File: src/rtl/rtd_pkg.sv
// ----------------------------------------------------------------------------
// RTD linearizer package
// Shared widths, constants and types for the code to temperature pipeline.
// ----------------------------------------------------------------------------
package rtd_pkg;

    localparam int CODE_BITS = 24;
    localparam int FRAC_BITS = 10;

    localparam int IN_W    = ((CODE_BITS + 7) / 8) * 8;
    localparam int TC_W    = FRAC_BITS + 11;
    localparam int TF_W    = FRAC_BITS + 12;
    localparam int OUT_RAW = 32 + TC_W + TF_W;
    localparam int OUT_W   = ((OUT_RAW + 7) / 8) * 8;

    localparam int DIFF_W = ((CODE_BITS > 24) ? CODE_BITS : 24) + 1;
    localparam int MAG_W  = DIFF_W - 1;
    localparam int DIV_W  = 30;
    localparam int R0_W   = 24;
    localparam int X_W    = 32;

    localparam int FIFO_DEPTH = 4;
    localparam int FIFO_AW    = 2;

    localparam logic signed [TC_W-1:0] TC_MAX = TC_W'(850 * (2 ** FRAC_BITS));
    localparam logic signed [TC_W-1:0] TC_MIN = -TC_W'(200 * (2 ** FRAC_BITS));
    localparam logic signed [TF_W-1:0] TF_MAX = TF_W'(1562 * (2 ** FRAC_BITS));
    localparam logic signed [TF_W-1:0] TF_MIN = -TF_W'(328 * (2 ** FRAC_BITS));

    typedef struct packed {
        logic signed [23:0] offset_code;
        logic [2:0]         gain_log2;
        logic [31:0]        fsr;
        logic [22:0]        fsc;
        logic [23:0]        r0;
        logic [31:0]        coeff_a;
        logic signed [31:0] coeff_b;
    } t_cfg;

    typedef struct packed {
        logic             neg;
        logic [MAG_W-1:0] mag;
    } t_item;

    typedef struct packed {
        logic [31:0]            res;
        logic signed [X_W-1:0]  xq;
        logic                   hot;
        logic                   flag;
    } t_scaled;

    typedef struct packed {
        logic [31:0]            res;
        logic signed [TC_W-1:0] tc;
        logic signed [TF_W-1:0] tf;
        logic                   flag;
    } t_result;

endpackage

File: src/rtl/rtd_fifo.sv
// ----------------------------------------------------------------------------
// RTD item queue
// Small queue between the front stage and the arithmetic pipeline.
// ----------------------------------------------------------------------------
module rtd_fifo (
    input  logic           i_clk,
    input  logic           i_rst_n,
    input  logic           i_push_valid,
    output logic           o_push_ready,
    input  rtd_pkg::t_item i_item,
    output logic           o_pop_valid,
    input  logic           i_pop_ready,
    output rtd_pkg::t_item o_item
);
    import rtd_pkg::*;

    t_item              r_mem [FIFO_DEPTH];
    logic [FIFO_AW-1:0] r_wp;
    logic [FIFO_AW-1:0] r_rp;
    logic [FIFO_AW:0]   r_cnt;
    logic               push;
    logic               pop;

    assign o_push_ready = r_cnt != (FIFO_AW + 1)'(FIFO_DEPTH);
    assign o_pop_valid  = r_cnt != '0;
    assign o_item       = r_mem[r_rp];
    assign push         = i_push_valid && o_push_ready;
    assign pop          = o_pop_valid && i_pop_ready;

    always_ff @(posedge i_clk) begin
        if (!i_rst_n) begin
            r_wp  <= '0;
            r_rp  <= '0;
            r_cnt <= '0;
        end else begin
            if (push) begin
                r_wp <= r_wp + 1'b1;
            end
            if (pop) begin
                r_rp <= r_rp + 1'b1;
            end
            if (push && !pop) begin
                r_cnt <= r_cnt + 1'b1;
            end else if (pop && !push) begin
                r_cnt <= r_cnt - 1'b1;
            end
        end
    end

    always_ff @(posedge i_clk) begin
        if (push) begin
            r_mem[r_wp] <= i_item;
        end
    end

endmodule

File: config.mk
export PLATFORM = sky130hd
export DESIGN_NAME = rtd_fifo
export DESIGN_NICKNAME = d
export VERILOG_FILES = /design/src/rtl/rtd_pkg.sv /design/src/rtl/rtd_fifo.sv
export SDC_FILE = /design/constraint.sdc
export NUM_CORES = 1
export LEC_CHECK = 0
export BUFFER_PORTS_ARGS = -buffer_cell sky130_fd_sc_hd__buf_4
export CAP_MARGIN = 40
export CELL_PAD_IN_SITES_DETAIL_PLACEMENT = 1
export CELL_PAD_IN_SITES_GLOBAL_PLACEMENT = 1
export CORE_ASPECT_RATIO = 1.4
export CORE_UTILIZATION = 45
export CTS_CLUSTER_SIZE = 12
export DETAILED_ROUTE_END_ITERATION = 10
export GPL_TIMING_DRIVEN = 1
export MAX_ROUTING_LAYER = met4
export PLACE_DENSITY_LB_ADDON = 0.12
export SLEW_MARGIN = 20
export SYNTH_ARGS = -nofsm -noshare
export SYNTH_HDL_FRONTEND = slang
export SYNTH_SLANG_ARGS = --single-unit
File: constraint.sdc
create_clock -name i_clk -period 2.2 [get_ports i_clk]
set_clock_uncertainty 0.05 [all_clocks]
set_input_delay 0.44 -clock i_clk [delete_from_list [all_inputs] [get_ports i_clk]]
set_output_delay 0.44 -clock i_clk [all_outputs]
set_load 0.03 [all_outputs]
# [Word level (Yosys, flattened, before mapping)]
# Memories as Yosys holds them, arrays and structs flattened. A register that Yosys moved wholly into a read port is not among the register bits.
# Index checks and enable logic that the tools add are counted.
# Widths: inputs -> output; s select.
[word_totals] register_bits=7 ram_bits=100 n_memories=1
[op_classes] addsub=4 eq_ne=1 mux=6 reduce_logical=8
[mem_list] memory="r_mem" depth=4 word_bits=25 rd=1 rd_clocked_by_memory_dff=1 write_ports=1 line="rtd_fifo.sv:17" rtl="t_item r_mem [FIFO_DEPTH];"
[op_table] op="$mux 3" count=2
[op_table] op="$add 2x1->2 const B" count=2
[op_table] op="$logic_and 1x1->1" count=4
[op_table] op="$mux 2" count=2
[op_table] op="$add 3x1->3 const B" count=1
[op_table] op="$ne 3x3->1 const B" count=1
[op_table] op="$reduce_bool 3->1" count=1
[op_table] op="$sub 3x1->3 const B" count=1
[op_table] op="$logic_not 1->1" count=2
[op_table] op="$mux 1" count=2
[op_table] op="$reduce_bool 2->1" count=1

# [Depth between registers and ports, before layout]
[depth] word_depth=6 ltp_mapped=8

# [Worst setup path after synthesis]
# OpenSTA, ideal clock, no wires.
[synth_path] kind="reg-to-reg" from="register r_cnt[0]" to="register r_cnt[2]" t_arrival_ps=2038 required_time_ps=2074 setup_slack_ps=37 path_stages_with_launch=9 period_less_slack_ps=2163 path_cell_list="dfxtp_1 nor2_1 a21boi_2 ha_1 inv_1 fa_1 xor2_1 or3_1 a21boi_0"
[synth_via] elab_chain_len=5
[synth_rtl] item="start, declared" line="rtd_fifo.sv:20" rtl="logic [FIFO_AW:0] r_cnt;"
[synth_rtl] item="start signal, assigned" line="rtd_fifo.sv:43" rtl="r_cnt <= r_cnt + 1'b1;"
[synth_rtl] item="start signal, assigned" line="rtd_fifo.sv:45" rtl="r_cnt <= r_cnt - 1'b1;"
[synth_rtl] item="$ne 3x3->1 *" line="rtd_fifo.sv:24" rtl="assign o_push_ready = r_cnt != (FIFO_AW + 1)'(FIFO_DEPTH);"
[synth_rtl] item="$logic_and 1x1->1 *" line="rtd_fifo.sv:27" rtl="assign push = i_push_valid && o_push_ready;"
[synth_rtl] item="named net push" line="rtd_fifo.sv:21" rtl="logic push;"
[synth_rtl] item="$logic_not 1->1" line="rtd_fifo.sv:44" rtl="end else if (pop && !push) begin"
[synth_rtl] item="$logic_and 1x1->1" line="rtd_fifo.sv:44"
[synth_rtl] item="$reduce_bool 2->1 (no source line)"
# The timed path passes the listed nets; every way through them passes the cells marked *. The select of a mux whose other input is x is not followed.
# A chain may end at the register's enable or synchronous reset.

==> flow_metrics.tcl <==
set metrics [dict create \
    dp_slack_ns -0.0733 \
    drt_first_iter_violations 67 \
    tns_ns 0 \
    placeable_area_um2 8980 \
    grt_antenna_before_repair 0 \
    pin_count_of_the_biggest_net_entering_global_routing 26 \
    number_of_rows_created_at_floorplan 41 \
    drtAntennaViolNets 0 \
    first_global_vias 2193 \
    number_of_buffers_inserted_by_port_buffering 55 \
    drive_above_1_share_pct 44.0 \
    fill_cells 774 \
    yosysTopAreaCell "sky130_fd_sc_hd__edfxtp_1" \
    cp_slowest_cell "sky130_fd_sc_hd__mux4_1" \
    route.detailed.wl_per_inst_um 20.4 \
    yosys_top_cell_area_share_pct 72.4 \
    ys_dominant_reg_cell "sky130_fd_sc_hd__edfxtp_1" \
    dr.pass1.iters 4 \
    die_span_x_um 83.1 \
    worst_setup_hold_path_clk_slew_ns 0.07 \
    min_period_over_period_pct 96.2 \
    met2_wirelength_mm 4.22 \
    detailed_place.area_um2 4750 \
    synth_warnings 0 \
    diodes 0 \
    critical_path_class "register to primary output" \
    synth-edff-count 100 \
    number_of_clock_buffers_inserted_by_tritoncts 9 \
    postSynthNetCount 214 \
    report.final.slew_viol_count 0 \
    cp-start-kind "register" \
    rsz0062_at_grt "no" \
    clock_tree.htree_level_count 3 \
    grt_first_pass_wirelength_mm 11.6 \
    arrival_ns 1.63 \
    ys_seq_area_share_pct 76.8 \
    total_congestion_overflow_after_global_routing 0 \
    worstPathRequired_ns 1.71 \
    cts.sinks 109 \
    ys_ff_latch 109 \
    cts-root-buf "sky130_fd_sc_hd__clkbuf_16" \
    routed_via_density 5.31 \
    outcome "finished, final reports clean" \
    stdcell_area_um2 5100 \
    placed_cells 346 \
    crit_path_end_kind "primary output" \
    drc_errors 0 \
    timing.final.setup_violations 0 \
    clkLatencyLatePin_ns 0.34 \
    start_util_pct 46.2 \
    floorplan_die_area_um2 9610 \
    transition_time_at_the_pin_with_the_least_slew_margin_ns 0.247 \
    hold_path_class "primary input to register" \
    cpMostUsedCell "sky130_fd_sc_hd__buf_4" \
    finalNonFillerCells 364 \
    fin_ws_ns 0.0834 \
    ioPinCount 56 \
    critical-path-max-stage-delay_ns 0.55 \
    path_cells "buf_4 > mux4_1 > buf_4" \
    avgSynthCellArea_um2 23.2 \
    timing.final.hold_violations 0 \
    synth-async-reset-ratio_pct 0 \
    syn_inst 179 \
    cellPowerDensity_nw_per_um2 1240 \
    nets 287 \
    fmax_mhz 472 \
    cts_tree "yes" \
    drt-met1-wl_mm 2.86 \
    largest_voltage_drop_on_the_vdd_net_mv 0.676 \
    max_cap_viol_count 0 \
    synth.top_cells.by_count "sky130_fd_sc_hd__edfxtp_1 (100), sky130_fd_sc_hd__mux4_2 (20), sky130_fd_sc_hd__dfxtp_1 (9)" \
    top_count_cell_post_synth "sky130_fd_sc_hd__edfxtp_1" \
    synth_cell_types 25 \
    top_layer "met4" \
    cts.path.max_buffers 2 \
    timing.max_slew.rel_slack_pct 83.5 \
    fp.dieH_um 116 \
    globalplace.congestion 0.699 \
    area_growth_pct 23.1 \
    power.leakage_nw 1.77 \
    global_route.usage.total_pct 17.3 \
    totalWireLength_mm 7.42 \
    fin_crit_ns 2.12 \
    critPathMaxFanout 5 \
    dr_total_vias 1934 \
    route.met3.wl_um 245 \
    largest_cells_by_area_after_synthesis "sky130_fd_sc_hd__edfxtp_1 (72%), sky130_fd_sc_hd__mux4_2 (11%), sky130_fd_sc_hd__dfxtp_1 (4.3%), sky130_fd_sc_hd__mux4_1 (3.2%), sky130_fd_sc_hd__ha_1 (1.5%)" \
    netlist_area_um2 4150 \
    post-dp-hpwl_mm 5.16 \
]
==> kinds of logic after synthesis <==
| logic type | synth area share (%) |
|---|---|
| compound gates | 1.48 |
| xor+xnor | 0.845 |
| fa+ha+maj | 1.99 |
| buf+inv | 1.96 |
| flops | 76.8 |
| mux | 14.8 |
| simple gates | 2.20 |
==> routing by layer <==
metal | up-vias | GRT usage (%)
met5 | - | -
met4 | 0 | 6.21
met3 | 9 | 4.77
met2 | 38 | 30.9
met1 | 1004 | 18.5
li1 | 883 | -
==> repair_timing <==
item | 4_1_cts | 5_1_grt
hold buffers | 0 | 0
endpoints found under the setup margin | 21 | 17
pin swaps | 0 | 1
gates resized for setup | 3 | 6
buffers inserted | 0 | 2
==> worst paths after layout <==
check / startpoint / endpoint / slack (ns) / depth (start not counted)
worst max-delay path: register / o_item[11] / 0.08 / 3
worst min-delay path: i_item[7] / r_mem[0][7] / 0.25 / 1
worst max register to register: r_cnt[1] / r_cnt[2] / 0.15 / 7
worst min register to register: r_wp[0] / r_wp[0] / 0.47 / 2
==> layout make-up <==
type / count / area [um^2] / share of cell area (%)
multi-input cells: 60 / 887 / 17.4
flip-flops and latches: 109 / 3190 / 62.6
well taps: 107 / 134 / 2.62
inverters: 3 / 11.3 / 0.221
clock buffers: 10 / 229 / 4.49
clock inverters: 6 / 86.3 / 1.69
repair buffers: 69 / 563 / 11.0
==> cell usage in the layout, fill, tap and decap left out, drive strengths merged <==
master,count
a21boi,2
and2,8
buf,69
bufinv,2
clkbuf,10
clkinv,2
clkinvlp,1
dfxtp,9
edfxtp,100
fa,1
ha,5
inv,4
mux2i,3
mux4,25
nand2,5
nor2,1
nor2b,1
o21ai,1
o311ai,1
o31ai,1
or3,2
xnor2,3
xor2,1
==> power breakdown <==
part	internal [W]	switching, W
Clock	0.000998	0.000686
Sequential	0.00253	0.000121
Combinational	0.000909	0.00106
==> worst max-delay path: cells and delay by family (launching register included) <==
kind	cells	cell delay, ns
multiplexers	1	0.55
flip-flops	1	0.40
buffers and inverters	2	0.34
==> sequential cells by signal (all words and copies together) (netlist names), named ones only <==
signal and cells:
r_cnt 3, r_mem 100, r_rp 2, r_wp 2
==> stage by stage <==
step                hold slack (ns)  power [W]  utilization [%]
finish                        0.245    0.00631             56.9
global route                  0.231    0.00659             56.9
CTS                           0.233    0.00636             56.5
detailed placement            0.472    0.00466             52.9
global placement              0.428    0.00455             52.9
floorplan                     0.418    0.00400                -
Power figures use the tool's default switching activity.
