### src/rtl/rtd_pkg.sv
// ----------------------------------------------------------------------------
// RTD linearizer package
// Shared widths, constants and types for the code to temperature pipeline.
// ----------------------------------------------------------------------------
package rtd_pkg;

    localparam int CODE_BITS = 24;
    localparam int FRAC_BITS = 10;

    localparam int IN_W    = ((CODE_BITS + 7) / 8) * 8;
    localparam int TC_W    = FRAC_BITS + 11;
    localparam int TF_W    = FRAC_BITS + 12;
    localparam int OUT_RAW = 32 + TC_W + TF_W;
    localparam int OUT_W   = ((OUT_RAW + 7) / 8) * 8;

    localparam int DIFF_W = ((CODE_BITS > 24) ? CODE_BITS : 24) + 1;
    localparam int MAG_W  = DIFF_W - 1;
    localparam int DIV_W  = 30;
    localparam int R0_W   = 24;
    localparam int X_W    = 32;

    localparam int FIFO_DEPTH = 4;
    localparam int FIFO_AW    = 2;

    localparam logic signed [TC_W-1:0] TC_MAX = TC_W'(850 * (2 ** FRAC_BITS));
    localparam logic signed [TC_W-1:0] TC_MIN = -TC_W'(200 * (2 ** FRAC_BITS));
    localparam logic signed [TF_W-1:0] TF_MAX = TF_W'(1562 * (2 ** FRAC_BITS));
    localparam logic signed [TF_W-1:0] TF_MIN = -TF_W'(328 * (2 ** FRAC_BITS));

    typedef struct packed {
        logic signed [23:0] offset_code;
        logic [2:0]         gain_log2;
        logic [31:0]        fsr;
        logic [22:0]        fsc;
        logic [23:0]        r0;
        logic [31:0]        coeff_a;
        logic signed [31:0] coeff_b;
    } t_cfg;

    typedef struct packed {
        logic             neg;
        logic [MAG_W-1:0] mag;
    } t_item;

    typedef struct packed {
        logic [31:0]            res;
        logic signed [X_W-1:0]  xq;
        logic                   hot;
        logic                   flag;
    } t_scaled;

    typedef struct packed {
        logic [31:0]            res;
        logic signed [TC_W-1:0] tc;
        logic signed [TF_W-1:0] tf;
        logic                   flag;
    } t_result;

endpackage

### src/rtl/rtd_front.sv
// ----------------------------------------------------------------------------
// RTD front stage
// Accepts raw codes, removes the offset and tags negative results.
// ----------------------------------------------------------------------------
module rtd_front (
    input  logic                     i_clk,
    input  logic                     i_rst_n,
    input  logic                     i_valid,
    output logic                     o_ready,
    input  logic [rtd_pkg::IN_W-1:0] i_data,
    input  rtd_pkg::t_cfg            i_cfg,
    output logic                     o_valid,
    input  logic                     i_ready,
    output rtd_pkg::t_item           o_item
);
    import rtd_pkg::*;

    logic                     r_valid;
    t_item                    r_item;
    t_item                    n_item;
    logic signed [DIFF_W-1:0] diff;

    assign diff = DIFF_W'($signed(i_data[CODE_BITS-1:0])) - DIFF_W'($signed(i_cfg.offset_code));

    always_comb begin
        n_item.neg = diff[DIFF_W-1];
        n_item.mag = diff[DIFF_W-1] ? '0 : diff[MAG_W-1:0];
    end

    assign o_ready = !r_valid || i_ready;
    assign o_valid = r_valid;
    assign o_item  = r_item;

    always_ff @(posedge i_clk) begin
        if (!i_rst_n) begin
            r_valid <= 1'b0;
        end else if (o_ready) begin
            r_valid <= i_valid;
        end
    end

    always_ff @(posedge i_clk) begin
        if (o_ready && i_valid) begin
            r_item <= n_item;
        end
    end

endmodule

### config.mk
export PLATFORM = sky130hd
export DESIGN_NAME = rtd_front
export DESIGN_NICKNAME = d
export VERILOG_FILES = /design/src/rtl/rtd_pkg.sv /design/src/rtl/rtd_front.sv
export SDC_FILE = /design/constraint.sdc
export NUM_CORES = 1
export LEC_CHECK = 0
export BUFFER_PORTS_ARGS = -buffer_cell sky130_fd_sc_hd__clkbuf_2
export CORE_AREA = 2 2 87 89
export DETAILED_ROUTE_END_ITERATION = 8
export DIE_AREA = 0 0 89 91
export PLACE_DENSITY = 0.73
export RECOVER_POWER = 100
export SETUP_SLACK_MARGIN = 0.4
export SLEW_MARGIN = 10
export SYNTH_ARGS = -nofsm -noshare
export SYNTH_HDL_FRONTEND = slang
export SYNTH_SLANG_ARGS = --single-unit
### constraint.sdc
create_clock -name i_clk -period 5.5 [get_ports i_clk]
set_input_delay 1.375 -clock i_clk [delete_from_list [all_inputs] [get_ports i_clk]]
set_output_delay 1.375 -clock i_clk [all_outputs]
set_load 0.01 [all_outputs]
# --- After elaboration in Yosys (flattened, before gate mapping) ---
# Cells that the tools add are included.
# W data, S select, Z words.
op_classes:
  reduce_logical: 3
  n_addsub: 1
ops:
  columns: ["operator", "n"]
  rows:
  - ["$sub A24 B24 Y25", 1]
  - ["$logic_and A1 B1 Y1", 1]
  - ["$logic_not A1 Y1", 1]
  - ["$logic_or A1 B1 Y1", 1]
word_totals:
  output_inout_bits: 27
  regBits: 26
  inputBits: 198
  wordCells: 7

# --- Logic depth before layout (Yosys ltp) ---
# Gate-level depths: netlist of the first run.
depth:
  depth_word: 3
  mapped_depth: 11

# --- Least setup slack after synthesis of the first run ---
# OpenSTA, ideal clock, no wires.
synth_path:
  kind: "input port to flip-flop"
  from: "in i_data[0] (netlist bit)"
  to: "reg r_item, in the netlist o_item[22], data pin"
  cell_stages: 10
  path_slack_ps: 2086
  arrival_time_ps: 3157
  path_buffers: 0
  path_cell_list: "inv_1 > ha_1 > fa_1 > nand2b_1 > a21oi_1 > o21ai_1 > a211oi_1 > o2111ai_1 > a21oi_1 > nor3b_2"
synth_between:
  elab_chain_len: 1
synth_lines:
  columns: ["item", "line_no", "rtl"]
  rows:
  - ["start, declared", "rtd_front.sv:10", "input logic [rtd_pkg::IN_W-1:0] i_data,"]
  - ["$sub A24 B24 Y25", "rtd_front.sv:23", "assign diff = DIFF_W'($signed(i_data[CODE_BITS-1:0])) - DIFF_W'($signed(i_cfg.offset_code));"]
  - ["end signal, assigned", "rtd_front.sv:44", "r_item <= n_item;"]
  - ["end, declared", "rtd_front.sv:19", "t_item r_item;"]
# No other way between the ends.
# A chain may end at the register's enable or synchronous reset.

# --- Worst setup path after layout of the first run ---
layout_path:
  from: "in i_data[0] (netlist bit)"
  to: "reg r_item, in the netlist o_item[16], data pin"
# Same word-level chain as after synthesis.

==> impl_metrics.json, run 1 <==
{
  "synth_fa_ha_area_share_pct": 13.8,
  "synthArstFlopShare_pct": 0,
  "worstSetupPathType": "input port to flop",
  "fin_crit_ns": 4.05,
  "crit_family": "compound AO/OA/AOI/OAI gates",
  "internal-power_w": 0.000402,
  "syn-cell-area_um2": 2320,
  "dpl.hpwl_mm": 4.95,
  "diodes": 0,
  "htreeDepth": 1,
  "synth_top_family_by_area": "compound AO/OA/AOI/OAI gates",
  "multi_input_area_um2": 1380,
  "cts-resized-gates": 0,
  "crit_path_start_kind": "input port",
  "maxCapViolCount": 1,
  "cts.sinks": 26,
  "skew_ns": 0.00602,
  "dr.pass1.iters": 4,
  "syn-num-nets": 493,
  "die_height_um": 91,
  "rsz0062_at_grt": "false",
  "cpMaxStageDelayCell": "o2111a_1",
  "clockPowerShare_pct": 18.2,
  "hold_violations": 0,
  "io_buffer_count": 78,
  "drv_slew": 26,
  "synth_edf_count": 25,
  "cp_cell_sequence": "clkbuf_2 > inv_1 > ha_1 > fa_1 > nand2b_1 > a21oi_1 > o21ai_0 > o211ai_1 > o2111ai_1 > o2111a_1 > nor2_1",
  "track_usage_pct": 15.8,
  "cts-buffers-inserted": 3,
  "drive_above_1_share_pct": 16.8,
  "yosys_warnings": 0,
  "drt_iter0_drc": 75,
  "drt-total-wl_mm": 6.14,
  "max_stage_delay_ns": 0.81,
  "yosys-top-cells-area": "edfxtp_1 (32%), ha_1 (13%), nor2_1 (6.3%)",
  "syn_inst": 270,
  "clkTransAtPathRegs_ns": 0.09,
  "ys_ff_latch": 26,
  "vias": 2213,
  "die_w_um": 89,
  "place.gp.congestion": 0.874,
  "grt_pass1_wl_mm": 10.2,
  "max_slew_margin_pct": -10.2,
  "critPathBufInv": 2,
  "final_util_pct": 39.2,
  "grt_max_degree": 26,
  "area_growth_syn_to_layout_pct": 20.7,
  "drc": 0,
  "dieArea_um2": 8100,
  "switching_share_pct": 35.1,
  "power_density_nw_per_um2": 221,
  "clockBufferDepth": 2,
  "overflow": 0,
  "cts_tree": "done",
  "fillCellCount": 771,
  "io_pins": 225,
  "fin_nets": 570,
  "cts_setup_buffers": 0,
  "p_sw_w": 0.000218,
  "wl_per_cell_um": 13.8,
  "core_um2": 7140,
  "synth_top_flop_cell": "edfxtp_1",
  "fp-row-count": 31,
  "power.share.sequential_pct": 42.1,
  "antenna_found_initial": 0,
  "power_leakage_nw": 1.31,
  "finalSetupViolCount": 0,
  "status": "complete, but fails checks",
  "worst_pin_slew_ns": 1.65,
  "final-seq-area_um2": 771,
  "vias_per_cell": 4.97,
  "comb_power_share_pct": 39.8,
  "cp_max_fo": 24,
  "ys_seq_area_share_pct": 33.2,
  "crit_required_ns": 5.48,
  "yosysTopAreaCell": "edfxtp_1",
  "clk_latency_ns": 0.27,
  "fmax_mhz": 247,
  "final_common_cell": "clkbuf_2",
  "avgSynthCellArea_um2": 8.59,
  "yosys.area_share.simple_pct": 17.4,
  "critPathCaptureType": "flop",
  "violations": "capacitance limit, slew limit",
  "post-route-period-util_pct": 73.7,
  "grt_pass1_vias": 2134,
  "synth_compound_area_share_pct": 21.6,
  "crit_arrival_ns": 4.04,
  "synth.distinct_cells": 45,
  "hold_class": "flop to flop",
  "cts_root_buf": "clkbuf_8",
  "cts_hold_buf": 0,
  "yosysTopAreaCellShare_pct": 32.4,
  "synth_xor_area_share_pct": 7.17,
  "ant_nets": 0,
  "final_cell_mix": "clkbuf_2 (50), nor2_1 (39), inv_1 (33), clkbuf_1 (29), edfxtp_1 (25)",
  "start_util_pct": 32.5,
  "synth_mux_area_share_pct": 0,
  "vdd_drop_max_mv": 0.118,
  "setup_tns_ns": 0
}
## final timing paths
path / slack, ns / start / to / cells after the start
hold reg to reg: 0.59 / o_valid$_SDFFE_PN0N_ / o_valid$_SDFFE_PN0N_ / 2
setup / recovery: 1.45 / i_data[0] / o_item[16]$_SDFFCE_PP0P_ / 11
setup reg to reg: 3.42 / o_valid$_SDFFE_PN0N_ / o_item[19]$_SDFFCE_PP0P_ / 2
hold / removal: 0.59 / o_valid$_SDFFE_PN0N_ / o_valid$_SDFFE_PN0N_ / 2
## metal layers
metal  wire length [um]  global-route usage [%]  part of all wire (%)
met5                  0                       0                     0
met4                 76                    3.73                   1.2
met3                319                    2.27                   5.2
met2               2790                    25.6                    45
met1               2950                    22.0                    48
## cell usage after synthesis, types with 2 or more instances
cell type,instances
o2111ai_1,2
o21ai_1,3
xnor2_1,13
clkbuf_1,2
a211oi_1,3
o21ai_0,12
edfxtp_1,25
a21o_1,7
nand2b_1,6
a21oi_1,22
nand2_1,18
a211o_1,2
nor2b_1,3
a31oi_1,4
o21bai_1,3
and4_1,3
buf_4,2
ha_1,24
and3_1,2
o31ai_1,3
inv_1,33
o211ai_1,3
a21oi_2,2
xor2_1,6
nand3_1,4
nor2_1,39
nor3_1,3
buf_2,2
nand4_1,3
## tightest hold or removal path: stages (launching register included)
cell	delay [ns]
dfxtp_1	0.32
nand2b_1	0.10
a21boi_0	0.11
## cell type report
cell class,count,share of cell area [%]
inverter,33,4.42
multi-input combinational,205,49.3
clock buffer,4,1.61
sequential,26,27.5
tap,99,4.42
timing repair buffer,78,12.7
## kinds of logic (layout without fill, tap and decap cells)
family / count (synthesis) / count (layout)
flip-flops: 26 / 26
buffers and inverters: 39 / 115
XOR/XNOR: 19 / 19
AO/OA/AOI/OAI: 75 / 75
adder cells (fa/ha/maj): 25 / 25
AND/OR/NAND/NOR: 86 / 86
## metrics by stage
stage               setup WS (ns)  instance area (um2)  hold slack, ns  std cells  total power [W]
floorplan                    2.09                 2320           0.610        270         0.000436
global placement             1.49                 2800           0.512        441         0.000514
detailed placement           1.48                 2800           0.590        441         0.000516
CTS                          1.77                 2850           0.603        445         0.000630
global route                 1.26                 2800           0.644        445         0.000664
finish                       1.45                 2800           0.587        445         0.000620
## power by group through the flow
stage               Sequential, W  Clock, W  Combinational, W
floorplan                0.000276         0          0.000160
finish                   0.000261  0.000113          0.000247
global placement         0.000265         0          0.000249
CTS                      0.000261  0.000115          0.000254
global route             0.000264  0.000124          0.000276
detailed placement       0.000265         0          0.000251
## registers in the layout (all words and copies together) (netlist names)
register  count
o_valid       1
o_item       25
Power figures use the tool's default switching activity.
==> inputs of run 2 (changes only) <==
--- a/config.mk
+++ b/config.mk
@@ -5,11 +5,12 @@
 export SDC_FILE = /design/constraint.sdc
 export NUM_CORES = 1
 export LEC_CHECK = 0
+export ABC_AREA = 1
 export BUFFER_PORTS_ARGS = -buffer_cell sky130_fd_sc_hd__clkbuf_2
-export CORE_AREA = 2 2 87 89
+export CORE_MARGIN = 1.5
+export CORE_UTILIZATION = 37
 export DETAILED_ROUTE_END_ITERATION = 8
-export DIE_AREA = 0 0 89 91
-export PLACE_DENSITY = 0.73
+export PLACE_DENSITY = 0.78
 export RECOVER_POWER = 100
 export SETUP_SLACK_MARGIN = 0.4
 export SLEW_MARGIN = 10
==> constraint.sdc (replaced) <==
create_clock -name i_clk -period 3.68 [get_ports i_clk]
set_input_delay 0.92 -clock i_clk [delete_from_list [all_inputs] [get_ports i_clk]]
set_output_delay 0.92 -clock i_clk [all_outputs]
set_load 0.01 [all_outputs]
==> impl_metrics.json, run 2 <==
{
  "status": "finished, final reports clean",
  "htreeDepth": 1,
  "p_sw_w": 0.000380,
  "cts-buffers-inserted": 3,
  "diodes": 0,
  "internal-power_w": 0.000623,
  "cts-resized-gates": 0,
  "overflow": 0,
  "holdWs_ns": 0.567,
  "max_slew_margin_pct": 13.8,
  "final_cell_mix": "nand2_1 (186), inv_1 (139), clkbuf_2 (51), nor2_1 (42), clkbuf_1 (28)",
  "synth_edf_count": 25,
  "yosysTopAreaCellShare_pct": 25.2,
  "vias_per_cell": 4.41,
  "synth_common_cells": "nand2_1 (183), inv_1 (139), nor2_1 (35)",
  "antenna_found_initial": 0,
  "cts_root_buf": "clkbuf_8",
  "drc": 0,
  "crit_path_start_kind": "input port",
  "final_common_cell": "nand2_1",
  "switching_share_pct": 37.9,
  "crit_required_ns": 3.70,
  "crit_arrival_ns": 2.77,
  "drt_iter0_drc": 159,
  "start_util_pct": 38.3,
  "cts_hold_buf": 0,
  "yosysMostFrequentCell": "nand2_1",
  "finalNonFillerCells": 671,
  "cp_max_fo": 18,
  "fp-row-count": 32,
  "hold_violations": 0,
  "dpl.cell_count": 667,
  "clkTransAtPathRegs_ns": 0.08,
  "place.gp.congestion": 0.864,
  "ys_seq_area_share_pct": 25.9,
  "core_um2": 7770,
  "cts_tree": "done",
  "setup_tns_ns": 0,
  "yosys-top-cells-area": "edfxtp_1 (25%), nand2_1 (23%), inv_1 (18%)",
  "die_w_um": 92.7,
  "power.share.sequential_pct": 38.3,
  "rsz0062_at_grt": "false",
  "synth.distinct_cells": 23,
  "hold_class": "flop to flop",
  "syn_inst": 487,
  "clk_latency_ns": 0.27,
  "power_density_nw_per_um2": 292,
  "avgSynthCellArea_um2": 6.11,
  "synthArstFlopShare_pct": 0,
  "drive_above_1_share_pct": 10.9,
  "power_leakage_nw": 2.15,
  "maxCapViolCount": 0,
  "ant_nets": 0,
  "clockPowerShare_pct": 17.8,
  "area_growth_syn_to_layout_pct": 15.4,
  "worstSetupPathType": "input port to flop",
  "grt_max_degree": 26,
  "fin_nets": 793,
  "dpl.hpwl_mm": 6.63,
  "fmax_mhz": 363,
  "wl_per_cell_um": 11.1,
  "syn-num-nets": 710,
  "drv_slew": 0,
  "max_stage_delay_ns": 0.41,
  "clockBufferDepth": 2,
  "dieArea_um2": 8590,
  "fin_crit_ns": 2.75,
  "vias": 2958,
  "vdd_drop_max_mv": 0.141,
  "io_buffer_count": 78,
  "cp_cell_sequence": "clkbuf_2 > inv_1 > ha_1 > fa_1 > inv_1 > nand2_1 > nand2_1 > nand3_1 > nand2_1 > nand2_1 > nand3_1 > nand2_1 > nand2_4 > nor2_1",
  "post-route-period-util_pct": 74.8,
  "dr.pass1.iters": 4,
  "comb_power_share_pct": 43.8,
  "skew_ns": 0.00186,
  "r2r_cells": 2,
  "cp.depth": 14,
  "final_util_pct": 44.2,
  "total_power_w": 0.00100,
  "grt_pass1_wl_mm": 12.4,
  "finalSetupViolCount": 0,
  "worst_pin_slew_ns": 1.29,
  "largest_reg_flops": 25,
  "yosysTopAreaCell": "edfxtp_1",
  "io_pins": 225,
  "critPathBufInv": 3,
  "yosys_warnings": 0,
  "synth_top_flop_cell": "edfxtp_1",
  "critPathCaptureType": "flop",
  "track_usage_pct": 18.2,
  "cpMaxStageDelayCell": "fa_1",
  "cts_setup_buffers": 0,
  "path_common_cell": "nand2_1",
  "drt-total-wl_mm": 7.47,
  "die_height_um": 92.7,
  "hold_depth": 2,
  "syn-cell-area_um2": 2980,
  "grt_pass1_vias": 2775,
  "ys_ff_latch": 26,
  "crit_family": "simple AND/OR/NAND/NOR gates",
  "cts.sinks": 26
}
## run 2: cell types whose count changed after synthesis, moves of 11 or more
cell / change
nand2_1: +165
inv_1: +106
nand3_1: +20
xnor2_1: -13
o21ai_0: -11
## run 2: cell families after synthesis
group / after synthesis / share of synthesized area, %
AOI/OAI and AO/OA: 14 / 2.44
xor gates and xnor gates: 9 / 2.65
adders and majority gates: 25 / 10.8
buffers and inverters: 140 / 18.2
DFF: 26 / 25.9
and+or+nand+nor: 273 / 40.0
## run 2: per-layer routing
metal	global-route usage, %	up-vias	wire [um]
li1	-	1597	-
met1	23.7	1272	3450
met2	30.9	72	3440
met3	1.31	17	299
met4	8.08	0	284
met5	0	-	0
## run 2: power by group through the flow
| stage | Clock [W] | Sequential, W | Combinational (W) |
|---|---|---|---|
| finish | 0.000179 | 0.000385 | 0.000440 |
| global route | 0.000188 | 0.000388 | 0.000503 |
| CTS | 0.000182 | 0.000385 | 0.000479 |
| detailed placement | 0 | 0.000392 | 0.000477 |
| global placement | 0 | 0.000392 | 0.000467 |
| floorplan | 0 | 0.000411 | 0.000320 |
## run 2: per-stage QoR
stage	setup slack [ns]	area [um2]
global route	0.787	3430
CTS	0.920	3540
detailed placement	0.635	3480
global placement	0.696	3480
finish	0.927	3430
floorplan	1.01	2980
## run 2: worst paths after layout
path | start | to | slack [ns]
setup / recovery | i_data[0] | o_item[10]$_SDFFCE_PP0P_ | 0.93
hold / removal | o_valid$_SDFFE_PN0N_ | o_valid$_SDFFE_PN0N_ | 0.57
setup reg to reg | o_valid$_SDFFE_PN0N_ | o_item[3]$_SDFFCE_PP0P_ | 1.84
hold reg to reg | o_valid$_SDFFE_PN0N_ | o_valid$_SDFFE_PN0N_ | 0.57
## run 2: cell type report
cell class	count	area, um2
fillers	877	4330
multi-input cells	321	1600
flip-flops and latches	26	771
inverters	139	522
repair buffers	79	360
well taps	102	128
clock buffers	4	55.1
## run 2: worst min-delay path, stage by stage, from the launching register on
cell	delay [ns]
dfxtp_1	0.33
nand2_1	0.09
a21boi_0	0.10
==> inputs of run 3 (changes only) <==
==> constraint.sdc (replaced) <==
create_clock -name i_clk -period 2.3 [get_ports i_clk]
set_input_delay 0.575 -clock i_clk [delete_from_list [all_inputs] [get_ports i_clk]]
set_output_delay 0.575 -clock i_clk [all_outputs]
set_load 0.01 [all_outputs]
==> impl_metrics.json, run 3 (synthesis gave the netlist of run 2 again) <==
{
  "core_um2": 7770,
  "holdWs_ns": 0.528,
  "fillCellCount": 747,
  "largest_reg_flops": 25,
  "power_density_nw_per_um2": 461,
  "drt_iter0_drc": 153,
  "drt-total-wl_mm": 8.74,
  "io_buffer_count": 78,
  "power_leakage_nw": 2.53,
  "cts.sinks": 26,
  "clkTransAtPathRegs_ns": 0.09,
  "status": "finished, final reports clean",
  "grt_pass1_vias": 2977,
  "max_stage_delay_ns": 0.37,
  "overflow": 0,
  "maxCapViolCount": 0,
  "worstSetupPathType": "input port to flop",
  "dieArea_um2": 8590,
  "cts_root_buf": "clkbuf_8",
  "final_cell_area_um2": 4450,
  "dpl.hpwl_mm": 6.92,
  "crit_arrival_ns": 2.24,
  "vias_per_cell": 4.52,
  "fmax_mhz": 474,
  "worst_pin_slew_ns": 1.28,
  "htreeDepth": 1,
  "path_common_cell": "nand2_2",
  "io_pins": 225,
  "cpMaxStageDelayCell": "fa_2",
  "clk_latency_ns": 0.27,
  "dr.pass1.iters": 4,
  "cts_tree": "done",
  "wl_per_cell_um": 11.9,
  "cts-buffers-inserted": 3,
  "vias": 3305,
  "grt_max_degree": 26,
  "grt_pass1_wl_mm": 13.4,
  "fin_nets": 854,
  "die_w_um": 92.7,
  "rsz0062_at_grt": "true",
  "critPathCaptureType": "flop",
  "post-route-period-util_pct": 91.8,
  "drc": 0,
  "crit_path_start_kind": "input port",
  "fin_crit_ns": 2.11,
  "crit_required_ns": 2.43,
  "track_usage_pct": 19.6,
  "final_cell_mix": "nand2_1 (145), inv_1 (132), buf_4 (56), clkbuf_2 (49), nand2_2 (36)",
  "skew_ns": 0.00586,
  "cp_max_fo": 5,
  "die_height_um": 92.7,
  "hold_class": "flop to flop",
  "start_util_pct": 38.3,
  "hold_violations": 0,
  "ant_nets": 0,
  "vdd_drop_max_mv": 0.251,
  "place.gp.congestion": 0.839,
  "final_common_cell": "nand2_1",
  "clockBufferDepth": 2,
  "drive_above_1_share_pct": 34.0,
  "max_slew_margin_pct": 14.4,
  "fp-row-count": 32,
  "area_growth_syn_to_layout_pct": 49.6,
  "antenna_found_initial": 0,
  "diodes": 0,
  "cp_cell_sequence": "buf_8 > inv_8 > ha_4 > fa_2 > inv_2 > nand2_2 > nand2_2 > nand3_2 > nand2_1 > nand2_4 > nand4_1 > buf_6 > nand2_8 > nor2_1",
  "finalSetupViolCount": 0,
  "drv_slew": 0,
  "place_area_um2": 3880
}
[run 3: changes by cell type in the layout (fill, tap and decap cells not counted), sizes merged]
cell | before | now
bufinv | 0 | 1
clkbuf | 83 | 80
nand2 | 188 | 191
buf | 0 | 60
[run 3: worst paths after layout]
path / start / to / slack, ns / cells past startpoint
max: i_data[0] / o_item[0]$_SDFFCE_PP0P_ / 0.19 / 14
min: o_valid$_SDFFE_PN0N_ / o_valid$_SDFFE_PN0N_ / 0.53 / 2
max reg2reg: o_valid$_SDFFE_PN0N_ / o_item[1]$_SDFFCE_PP0P_ / 0.48 / 2
min reg2reg: o_valid$_SDFFE_PN0N_ / o_valid$_SDFFE_PN0N_ / 0.53 / 2
[run 3: critical path, delay by kind of cell]
family / cells / cell delay (ns)
adder cells (fa/ha/maj): 2 / 0.52
buffers and inverters: 4 / 0.38
AND/OR/NAND/NOR: 8 / 0.76
[run 3: stage by stage]
stage	std cells	worst slack, ns	TNS, ns	power [W]	utilization (%)
after floorplan	487	0.0972	0	0.00117	-
after global placement	716	-0.212	-3.29	0.00149	49.9
final	732	0.189	0	0.00205	57.3
after global routing	732	0.112	0	0.00218	57.3
after CTS	727	0.280	0	0.00198	54.3
after detailed placement	716	-0.236	-3.73	0.00151	49.9
[run 3: where the power goes]
part	internal (W)	switching [W]
registers	0.000600	0.0000182
clock network	0.000233	0.000139
logic	0.000445	0.000617
total	0.00128	0.000774
[run 3: repair_timing]
item / in CTS / in global routing
hold buffers: 0 / 0
hold endpoints to repair: 0 / 0
buffers inserted: 4 / 5
pin swaps: 28 / 29
gates cloned: 3 / 0
gates resized for setup: 44 / 62
endpoints found under the setup margin: 25 / 25
[run 3: area by class of cell]
class / instances / area (um2) / share of cell area (%)
clock buffer: 3 / 41.3 / 0.928
multi-input combinational: 324 / 2130 / 47.9
sequential: 26 / 771 / 17.3
tap: 102 / 128 / 2.87
timing repair buffer: 137 / 820 / 18.4
inverter: 139 / 529 / 11.9
clock inverter: 1 / 30.0 / 0.675
[run 3: metal layers]
layer  track usage, %  routed length (um)  up-vias
met3             1.81                 286       13
met4             6.06                 209        0
li1                 -                   -     1730
met2             36.0                4510       65
met1             24.0                3730     1497
met5                0                   0        -
